--- config.mk ---
export PLATFORM = sky130hd
export DESIGN_NAME = timed_level_pulse_sequencer
export DESIGN_NICKNAME = d
export VERILOG_FILES = /design/src/sv/tlps_pkg.sv /design/src/sv/tlps_entry_ram.sv /design/src/sv/tlps_out_buf.sv /design/src/sv/timed_level_pulse_sequencer.sv
export SDC_FILE = /design/constraint.sdc
export NUM_CORES = 1
export LEC_CHECK = 0
export BUFFER_PORTS_ARGS = -buffer_cell sky130_fd_sc_hd__buf_4
export CAP_MARGIN = 5
export CELL_PAD_IN_SITES_DETAIL_PLACEMENT = 0
export CELL_PAD_IN_SITES_GLOBAL_PLACEMENT = 1
export CORE_MARGIN = 2
export CORE_UTILIZATION = 55
export DETAILED_ROUTE_END_ITERATION = 7
export MAX_ROUTING_LAYER = met4
export PLACE_DENSITY = 0.88
export SYNTH_ARGS = -nofsm -noshare
export SYNTH_HDL_FRONTEND = slang
export SYNTH_SLANG_ARGS = --single-unit
--- constraint.sdc ---
create_clock -name clk -period 5.8 [get_ports clk]
set_input_delay 0.29 -clock clk [delete_from_list [all_inputs] [get_ports clk]]
set_output_delay 0.29 -clock clk [all_outputs]
set_load 0.02 [all_outputs]
--- src/sv/tlps_pkg.sv ---
`default_nettype none
package tlps_pkg;

  localparam int QUEUE_DEPTH_DEF = 16;
  localparam int DUR_W           = 16;
  localparam int PRESC_W         = 16;

  typedef enum logic {
    MODE_PUSH = 1'b0,
    MODE_TICK = 1'b1
  } mode_t;

  typedef struct packed {
    logic             level;
    logic [DUR_W-1:0] duration;
  } entry_t;

  localparam int ENTRY_W = $bits(entry_t);

endpackage
`default_nettype wire

--- src/sv/tlps_entry_ram.sv ---
`default_nettype none
module tlps_entry_ram
  import tlps_pkg::*;
#(
  parameter int DEPTH  = QUEUE_DEPTH_DEF,
  parameter int ADDR_W = $clog2(DEPTH)
) (
  input  wire logic              clk,
  input  wire logic              wr_en,
  input  wire logic [ADDR_W-1:0] wr_addr,
  input  wire entry_t            wr_data,
  input  wire logic [ADDR_W-1:0] rd_addr,
  output entry_t                 rd_data_r
);

  entry_t mem [DEPTH];

  always_ff @(posedge clk) begin
    if (wr_en) begin
      mem[wr_addr] <= wr_data;
    end
  end

  // write-to-read forwarding keeps the head word current
  always_ff @(posedge clk) begin
    if (wr_en && (wr_addr == rd_addr)) begin
      rd_data_r <= wr_data;
    end else begin
      rd_data_r <= mem[rd_addr];
    end
  end

endmodule
`default_nettype wire

--- src/sv/tlps_out_buf.sv ---
`default_nettype none
module tlps_out_buf #(
  parameter int WIDTH = 8
) (
  input  wire logic             clk,
  input  wire logic             rst_n,
  input  wire logic             in_valid,
  output logic                  in_stall,
  input  wire logic [WIDTH-1:0] in_data,
  output logic                  out_valid,
  input  wire logic             out_stall,
  output logic [WIDTH-1:0]      out_data
);

  logic             out_v_r, out_v_nxt;
  logic [WIDTH-1:0] out_d_r, out_d_nxt;
  logic             skid_v_r, skid_v_nxt;
  logic [WIDTH-1:0] skid_d_r, skid_d_nxt;

  assign in_stall  = skid_v_r;
  assign out_valid = out_v_r;
  assign out_data  = out_d_r;

  always_comb begin
    out_v_nxt  = out_v_r;
    out_d_nxt  = out_d_r;
    skid_v_nxt = skid_v_r;
    skid_d_nxt = skid_d_r;
    if (out_v_r && out_stall) begin
      if (in_valid && !skid_v_r) begin
        skid_v_nxt = 1'b1;
        skid_d_nxt = in_data;
      end
    end else if (skid_v_r) begin
      out_v_nxt  = 1'b1;
      out_d_nxt  = skid_d_r;
      skid_v_nxt = 1'b0;
    end else begin
      out_v_nxt = in_valid;
      out_d_nxt = in_data;
    end
  end

  always_ff @(posedge clk) begin
    if (!rst_n) begin
      out_v_r  <= 1'b0;
      skid_v_r <= 1'b0;
    end else begin
      out_v_r  <= out_v_nxt;
      skid_v_r <= skid_v_nxt;
    end
  end

  always_ff @(posedge clk) begin
    out_d_r  <= out_d_nxt;
    skid_d_r <= skid_d_nxt;
  end

endmodule
`default_nettype wire

--- src/sv/timed_level_pulse_sequencer.sv ---
// Each result word is registered in the output stage before it appears on the out_* ports.
// Throughput: one input word per cycle while in_stall is low; in_stall is high only while two result
// words are waiting in the output stage, and drops once the output takes one.
// Head entry comes from the entry RAM's registered read port with forwarding.
// Reset: rst_n synchronous active low; clears pointers, counters and control.
// The entry RAM is not cleared; no clearing pass is needed.
`default_nettype none
module timed_level_pulse_sequencer
  import tlps_pkg::*;
#(
  parameter int QUEUE_DEPTH = QUEUE_DEPTH_DEF,
  parameter int PTR_W       = $clog2(QUEUE_DEPTH),
  parameter int CNT_W       = $clog2(QUEUE_DEPTH + 1)
) (
  input  wire logic               clk,
  input  wire logic               rst_n,
  input  wire logic               cfg_we,
  input  wire logic [PRESC_W-1:0] cfg_wdata,
  input  wire logic               in_valid,
  output logic                    in_stall,
  input  wire logic               in_mode,
  input  wire logic               in_level,
  input  wire logic [DUR_W-1:0]   in_duration,
  output logic                    out_valid,
  input  wire logic               out_stall,
  output logic                    out_pin_level,
  output logic                    out_active,
  output logic                    out_dropped,
  output logic [CNT_W-1:0]        out_fill_count
);

  localparam int RES_W = 3 + CNT_W;

  logic [PRESC_W-1:0] presc_div_r;
  logic [PTR_W-1:0]   rd_ptr_r, rd_ptr_nxt;
  logic [PTR_W-1:0]   wr_ptr_r, wr_ptr_nxt;
  logic [CNT_W-1:0]   count_r, count_nxt;
  logic               running_r, running_nxt;
  logic               pin_r, pin_nxt;
  logic [DUR_W-1:0]   tick_cnt_r, tick_cnt_nxt;
  logic [PRESC_W-1:0] presc_cnt_r, presc_cnt_nxt;
  logic [DUR_W-1:0]   reload_r, reload_nxt;

  entry_t head_r;
  entry_t in_entry;
  entry_t step_entry;

  logic accept, is_push, full, empty, do_write, push_step, tick_run;
  logic presc_wrap, tick_step, step, pop, dropped;
  logic [RES_W-1:0] res_data, res_q;

  assign accept    = in_valid && !in_stall;
  assign is_push   = accept && (mode_t'(in_mode) == MODE_PUSH);
  assign full      = (count_r == CNT_W'(QUEUE_DEPTH));
  assign empty     = (count_r == '0);
  assign do_write  = is_push && !full;
  assign dropped   = is_push && full;
  assign push_step = do_write && !running_r;
  assign tick_run  = accept && (mode_t'(in_mode) == MODE_TICK) && running_r;
  assign presc_wrap = (presc_cnt_r >= presc_div_r);
  assign tick_step = tick_run && presc_wrap && (tick_cnt_r >= reload_r);
  assign step      = push_step || tick_step;
  assign pop       = push_step || (tick_step && !empty);

  assign in_entry.level    = in_level;
  assign in_entry.duration = in_duration;

  always_comb begin
    if (!empty) begin
      step_entry = head_r;
    end else if (push_step) begin
      step_entry = in_entry;
    end else begin
      step_entry = '0;
    end
  end

  always_comb begin
    wr_ptr_nxt = wr_ptr_r;
    if (do_write) begin
      wr_ptr_nxt = (wr_ptr_r == PTR_W'(QUEUE_DEPTH - 1)) ? '0 : wr_ptr_r + 1'b1;
    end
    rd_ptr_nxt = rd_ptr_r;
    if (pop) begin
      rd_ptr_nxt = (rd_ptr_r == PTR_W'(QUEUE_DEPTH - 1)) ? '0 : rd_ptr_r + 1'b1;
    end
    count_nxt = count_r;
    if (do_write && !pop) begin
      count_nxt = count_r + 1'b1;
    end else if (pop && !do_write) begin
      count_nxt = count_r - 1'b1;
    end
  end

  always_comb begin
    running_nxt   = running_r;
    pin_nxt       = pin_r;
    reload_nxt    = reload_r;
    tick_cnt_nxt  = tick_cnt_r;
    presc_cnt_nxt = presc_cnt_r;
    if (step) begin
      pin_nxt       = step_entry.level;
      reload_nxt    = step_entry.duration;
      tick_cnt_nxt  = '0;
      presc_cnt_nxt = '0;
      running_nxt   = (step_entry.duration != '0);
    end else if (tick_run) begin
      if (presc_wrap) begin
        presc_cnt_nxt = '0;
        tick_cnt_nxt  = tick_cnt_r + 1'b1;
      end else begin
        presc_cnt_nxt = presc_cnt_r + 1'b1;
      end
    end
  end

  always_ff @(posedge clk) begin
    if (!rst_n) begin
      presc_div_r <= '0;
      rd_ptr_r    <= '0;
      wr_ptr_r    <= '0;
      count_r     <= '0;
      running_r   <= 1'b0;
      pin_r       <= 1'b0;
      tick_cnt_r  <= '0;
      presc_cnt_r <= '0;
      reload_r    <= '0;
    end else begin
      if (cfg_we) begin
        presc_div_r <= cfg_wdata;
      end
      rd_ptr_r    <= rd_ptr_nxt;
      wr_ptr_r    <= wr_ptr_nxt;
      count_r     <= count_nxt;
      running_r   <= running_nxt;
      pin_r       <= pin_nxt;
      tick_cnt_r  <= tick_cnt_nxt;
      presc_cnt_r <= presc_cnt_nxt;
      reload_r    <= reload_nxt;
    end
  end

  tlps_entry_ram #(
    .DEPTH  (QUEUE_DEPTH),
    .ADDR_W (PTR_W)
  ) u_ram (
    .clk       (clk),
    .wr_en     (do_write),
    .wr_addr   (wr_ptr_r),
    .wr_data   (in_entry),
    .rd_addr   (rd_ptr_nxt),
    .rd_data_r (head_r)
  );

  assign res_data = {pin_nxt, running_nxt, dropped, count_nxt};

  tlps_out_buf #(
    .WIDTH (RES_W)
  ) u_obuf (
    .clk       (clk),
    .rst_n     (rst_n),
    .in_valid  (accept),
    .in_stall  (in_stall),
    .in_data   (res_data),
    .out_valid (out_valid),
    .out_stall (out_stall),
    .out_data  (res_q)
  );

  assign {out_pin_level, out_active, out_dropped, out_fill_count} = res_q;

endmodule
`default_nettype wire

==> results.md, run 1 <==
- Clock Skew: 0.01956 ns
- Area leader, netlist: edfxtp_1
- H-tree depth: 2
- Via count: 8981
- Total track usage: 0.2397
- CP peak stage delay: between 1 and 1.5 ns
- Count leader, synth: edfxtp_1
- Drt total wl: 33.20 mm
- Synthesized flop and latch total: 373
- Max VDD drop: 0.0002827 V
- DR vias/cell: ~6
- Grt ovf: 0
- Vias in the first global route: a little under 9000
- Status: finished, final reports clean
- GPL Wtd Cong: 0.8273
- Data required, critical path: roughly 6.2 ns
- WP data arrival: around 4.6 ns
- Startpoint types: flip-flop
- RSZ-0062 raised after global routing: false
- Setup TNS: 0 ns
- Clock tree buffer depth: 3
- Slowest library cell on the worst path: nor3_2
- CTS Buf Count: 39
- Chip Height: 171.9 um
- First DRT Iteration DRCs: just under 800
- Post-route insts no fill: 1508
- Syn Nets: 1108
- Worst-path cell chain: inv_1, ha_1, or4b_1, nor3_2, a22oi_1, nand3_1, nor3_1, and4b_1, o21bai_1, and2_4, mux2_4
- Worst skew pair latency: 0.54 ns
- Dpl cells: 1431
- Rel. slew slack: 0.1940
- Post-synth EDFFs: about 290
- IO Count: 49
- Synth Cell Area: 15510 sq um
- WS Path Type: reg2reg
- Share of the synthesized area in the top cell type: 0.5575
- Top cells by count, synth: edfxtp_1 (288), nor2_1 (99), dfxtp_1 (85), mux4_2 (65), inv_1 (49)
- Leak: 0.006060 uW
- Antenna Nets Post-Route: 0
- Clock slew seen by the registers of the worst setup and hold paths: 0.06 ns
- Slew @ Worst Pin: 1.202 ns
- Post-DP HPWL: 20.48 mm
- DR DRC count: 0
- Register area share after synthesis: 0.6672
- Routed WL per cell: 22.01 um
- # port buffers: 48
- First-pass GRT wire length: approximately 51 mm
- Count of warnings emitted by yosys: 0
- Filler cell count: just over 2000
- Hold Crit Class: in2reg
- DRT Pass-1 Iters: 6
- Max_cap viols: 0
- Rows: roughly 60
- Number of hold violations in the final report: 0
- Initial Utilization: 0.5584
- Root Buffer: clkbuf_16
- Die width: about 170 um
- Fin nets: approximately 1200
- Die area: ~30000 sq um
- CP endpoint kind: flip-flop
- Syn-to-layout area delta: 14.07%
- Initial antenna violation count: 0
- Post-synth ARST share: 0
- Share of layout cells above drive strength 1: 0.2071
- PD cells: roughly 320 nW/um^2
- Final setup violation count: 0
- N_diodes: 0
- Core area: roughly 28000 sq um
- Cell variety after synth: 63
- Synth Flop Type: edfxtp_1
- Final min period: 4.237 ns
- Synth Instances: 1028
- Syn Area/Cell: 15.09 sq um
- Max Slew Vio Count: 0
- Period utilisation layout: 0.7306
- Largest net degree at the start of global routing: 47
- CTS tree: built
- Largest fanout on the critical path: 22
- Fmax: 236.0 MHz
- Ranking of synthesized cells by area: edfxtp_1 (56%), dfxtp_1 (11%), mux4_2 (9.4%)
- Clock tree sinks: 373
==> power by group <==
part / internal (uW) / total [uW] / switching, uW
registers: 2910 / 2950 / 36.1
clock network: 1450 / 2460 / 1010
logic: 139 / 313 / 174
total: 4500 / 5720 / 1220
==> final cells by class <==
| type | count | area (sq um) | area share |
|---|---|---|---|
| clock buffers | 50 | 1027 | 0.05805 |
| repair buffers | 76 | 585.6 | 0.03309 |
| inverters | 49 | 183.9 | 0.01039 |
| flip-flops and latches | 373 | 10360 | 0.5853 |
| multi-input cells | 561 | 4818 | 0.2723 |
| well taps | 378 | 473.0 | 0.02673 |
| clock inverters | 21 | 250.2 | 0.01414 |
==> cells by family after synthesis <==
| kind of cell | share of synthesized area |
|---|---|
| AO/OA/AOI/OAI | 0.05211 |
| XOR/XNOR | 0.01412 |
| adder cells (fa/ha/maj) | 0.03307 |
| buffers and inverters | 0.02541 |
| flip-flops | 0.6672 |
| multiplexers | 0.1256 |
| AND/OR/NAND/NOR | 0.08251 |
==> sequential cells by signal (all words and copies together) (netlist names), named ones only <==
| signal | flops |
|---|---|
| count_r | 5 |
| pin_r | 1 |
| presc_cnt_r | 16 |
| presc_div_r | 16 |
| rd_ptr_r | 4 |
| reload_r | 16 |
| running_r | 1 |
| tick_cnt_r | 16 |
| u_obuf.in_stall | 1 |
| u_obuf.out_data | 8 |
| u_obuf.out_valid | 1 |
| u_obuf.skid_d_r | 8 |
| u_ram.mem | 272 |
| wr_ptr_r | 4 |
==> stage by stage <==
step | hold slack, ns | setup slack (ns) | util | area [sq um] | power (uW)
finish | 0.009106 | 1.563 | 0.6369 | 17690 | 5717
global route | 0.007458 | 1.374 | 0.6369 | 17690 | 5898
CTS | 0.002194 | 1.681 | 0.6369 | 17690 | 5751
detailed placement | 0.4811 | 1.715 | 0.5888 | 16360 | 3311
global placement | 0.4765 | 1.806 | 0.5888 | 16360 | 3303
floorplan | 0.3889 | 2.466 | - | 15510 | 3192
==> per-layer routing <==
metal	share of wire	GRT usage	vias up	wire, um
met1	0.40	0.3106	4423	13320
met4	0.029	0.07380	0	971
met5	0	-	-	0
met2	0.49	0.3927	409	16410
met3	0.075	0.04143	77	2493
li1	-	-	4072	-
==> placed cells by master, fill, tap and decap left out, drive strengths merged, types with 3 or more instances in the layout <==
cell type	instances
edfxtp	288
nor2	99
dfxtp	85
buf	70
mux4	67
inv	50
clkbuf	50
nand2	47
ha	41
a21oi	34
mux2i	27
nand3	26
a22oi	19
o21ai	19
xnor2	15
clkinv	15
and3	14
mux2	14
nor3	14
or3	12
nand4	11
a211oi	11
nand2b	10
xor2	10
nor2b	9
a21o	9
and2	9
a31oi	6
dlygate4sd3	6
nor4	4
a31o	4
bufinv	4
o2111ai	3
==> worst max-delay path: cells and delay by family (launching register included) <==
family                     cells  cell delay, ns
DFF                            1            0.36
and+or+nand+nor                6            2.80
adders and majority gates      1            0.27
buffers and inverters          1            0.08
AOI/OAI and AO/OA              2            0.47
muxes                          1            0.13
==> what timing repair did <==
action / 4_1_cts / 5_1_grt
buffers inserted: 0 / 0
hold buffers: 6 / 0
setup endpoints to repair: 0 / 0
endpoints found under the hold margin: 6 / 0
gates resized for setup: 0 / 0
==> worst paths after layout <==
check,depth (start not counted),end,slack (ns),from
hold reg to reg,2,presc_div_r[2],0.49,presc_div_r[2]
setup / recovery,11,u_obuf.out_data[6],1.56,count_r[0]
setup reg to reg,11,u_obuf.out_data[6],1.56,count_r[0]
hold / removal,3,presc_div_r[15],0.009,cfg_wdata[15]
(Power assumes the default switching activity.)
==> run 2: changes to the inputs <==
--- a/config.mk
+++ b/config.mk
@@ -10,10 +10,10 @@
 export CELL_PAD_IN_SITES_DETAIL_PLACEMENT = 0
 export CELL_PAD_IN_SITES_GLOBAL_PLACEMENT = 1
 export CORE_MARGIN = 2
-export CORE_UTILIZATION = 55
+export CORE_UTILIZATION = 47
 export DETAILED_ROUTE_END_ITERATION = 7
 export MAX_ROUTING_LAYER = met4
-export PLACE_DENSITY = 0.88
+export PLACE_DENSITY = 0.81
 export SYNTH_ARGS = -nofsm -noshare
 export SYNTH_HDL_FRONTEND = slang
 export SYNTH_SLANG_ARGS = --single-unit
==> constraint.sdc (replaced) <==
create_clock -name clk -period 3.6 [get_ports clk]
set_input_delay 0.18 -clock clk [delete_from_list [all_inputs] [get_ports clk]]
set_output_delay 0.18 -clock clk [all_outputs]
set_load 0.02 [all_outputs]
==> run 2 against run 1 <==
Clock skew increased by 0.018 ns; clock-buffer cell count decreased by 7; setup slack got worse by 1.2 ns; critical path type unchanged; largest power group unchanged.
==> results.md, run 2 (synthesis results as in run 1) <==
- Largest fanout on the critical path: 22
- DRT Pass-1 Iters: 5
- Antenna Nets Post-Route: 0
- Post-route cell area: about 18000 sq um
- RSZ-0062 raised after global routing: false
- Clock tree buffer depth: 3
- Status: finished, final reports clean
- CTS Buf Count: 39
- Max_cap viols: 0
- Number of setup buffers added after CTS: 0
- Initial Utilization: 0.4768
- Root Buffer: clkbuf_16
- Slew @ Worst Pin: 0.9054 ns
- CTS hold repair buffers: 35
- Most common cell after layout, fill and taps aside: edfxtp_1
- Largest register by flop count: u_ram.mem
- Core area: 32540 sq um
- Fin nets: 1233
- First DRT Iteration DRCs: 884
- Die width: 185.7 um
- N_diodes: 0
- Dpl cell area: 16690 sq um
- Vias in the first global route: 8981
- Clock slew seen by the registers of the worst setup and hold paths: 0.06 ns
- First-pass GRT wire length: between 50 and 60 mm
- Total track usage: 0.2101
- Max VDD drop: 0.0004720 V
- Reg2reg path depth: 12
- Period utilisation layout: 0.8918
- Largest net degree at the start of global routing: 40
- FF-to-FF setup slack: approximately 0.4 ns
- Worst Slack Setup Final: 0.3893 ns
- Final min period: 3.211 ns
- Post-DP HPWL: ~21 mm
- CTS resizes: 0
- Initial antenna violation count: 0
- Worst Hold Depth: 3
- Post-route insts no fill: between 1500 and 2000
- DR DRC count: 0
- IO Count: 49
- Share of layout cells above drive strength 1: 0.2212
- Syn-to-layout area delta: 18.55%
- CP endpoint kind: flip-flop
- Grt ovf: 0
- Startpoint types: flip-flop
- DR vias/cell: 5.583
- Number of hold violations in the final report: 0
- Worst skew pair latency: 0.56 ns
- # port buffers: 48
- Post-place setup slack: between 0.3 and 0.4 ns
- H-tree depth: 2
- Die area: 34470 sq um
- Rel. slew slack: 0.3887
- Drt total wl: 34.26 mm
- Max Slew Vio Count: 0
- Rows: 66
- Final setup violation count: 0
- CTS tree: built
- GPL Wtd Cong: 0.8062
- Leak: 0.006369 uW
- Routed WL per cell: 21.12 um
- Dpl cells: 1519
- Hold Crit Class: in2reg
- Clock Skew: 0.03733 ns
- Setup TNS: 0 ns
- WS Path Type: reg2reg
- Chip Height: 185.7 um
- WP data arrival: ~3.5 ns
- Data required, critical path: a little under 4 ns
- Most frequent cells in the layout: edfxtp_1 (288), buf_4 (88), nor2_1 (87)
- Via count: 9056
- Fmax: 311.5 MHz
- PD cells: 516.4 nW/um^2
- Max FFs per register: 272
- Clock tree sinks: 373
## run 2: cell types whose count changed in the layout (fill, tap and decap cells not counted), sizes merged
cell         change
buf             +24
clkbuf           -7
bufinv           +2
clkinvlp         -1
inv              +3
dlygate4sd3     +29
## run 2: per-stage QoR
step	power (uW)	utilization	hold WS, ns
after global placement	5354	0.5130	0.4181
after CTS	9575	0.5652	0.07212
after global routing	9783	0.5652	0.09613
after floorplan	5142	-	0.2789
final	9496	0.5652	0.09285
after detailed placement	5365	0.5130	0.4214
## run 2: cell type report
class	instances	area (sq um)
Tap cell	442	553.0
Inverter	49	183.9
Clock buffer	43	1011
Fill cell	2578	14150
Timing Repair Buffer	129	1131
Sequential cell	373	10360
Clock inverter	25	336.6
Multi-Input combinational cell	561	4818
## run 2: worst paths after layout
check | from | to
worst max-delay path | count_r[0] | u_obuf.out_data[6]
worst min-delay path | cfg_we | presc_div_r[13]
worst max register to register | count_r[0] | u_obuf.out_data[6]
worst min register to register | presc_div_r[2] | presc_div_r[2]
## run 2: metal layers
layer,vias to the layer above,GRT usage,part of all wire
met3,65,0.03033,0.065
met4,0,0.06835,0.025
met5,-,-,0
met1,4508,0.2759,0.42
li1,4179,-,-
met2,304,0.3406,0.49
## run 2: critical path, stage by stage (launching register included)
cell      delay [ns]
dfxtp_1         0.35
inv_1           0.07
ha_1            0.25
or4b_1          0.51
buf_12          0.20
and3_1          0.15
a221oi_1        0.27
nand2_1         0.13
nor3_1          0.20
and4b_1         0.30
o21bai_1        0.11
and2_4          0.16
mux2_4          0.25
## run 2: where the power goes
part | switching, uW | internal, uW | total, uW
Sequential | 41.4 | 4690 | 4730
Clock | 1700 | 2490 | 4190
Combinational | 308 | 265 | 573
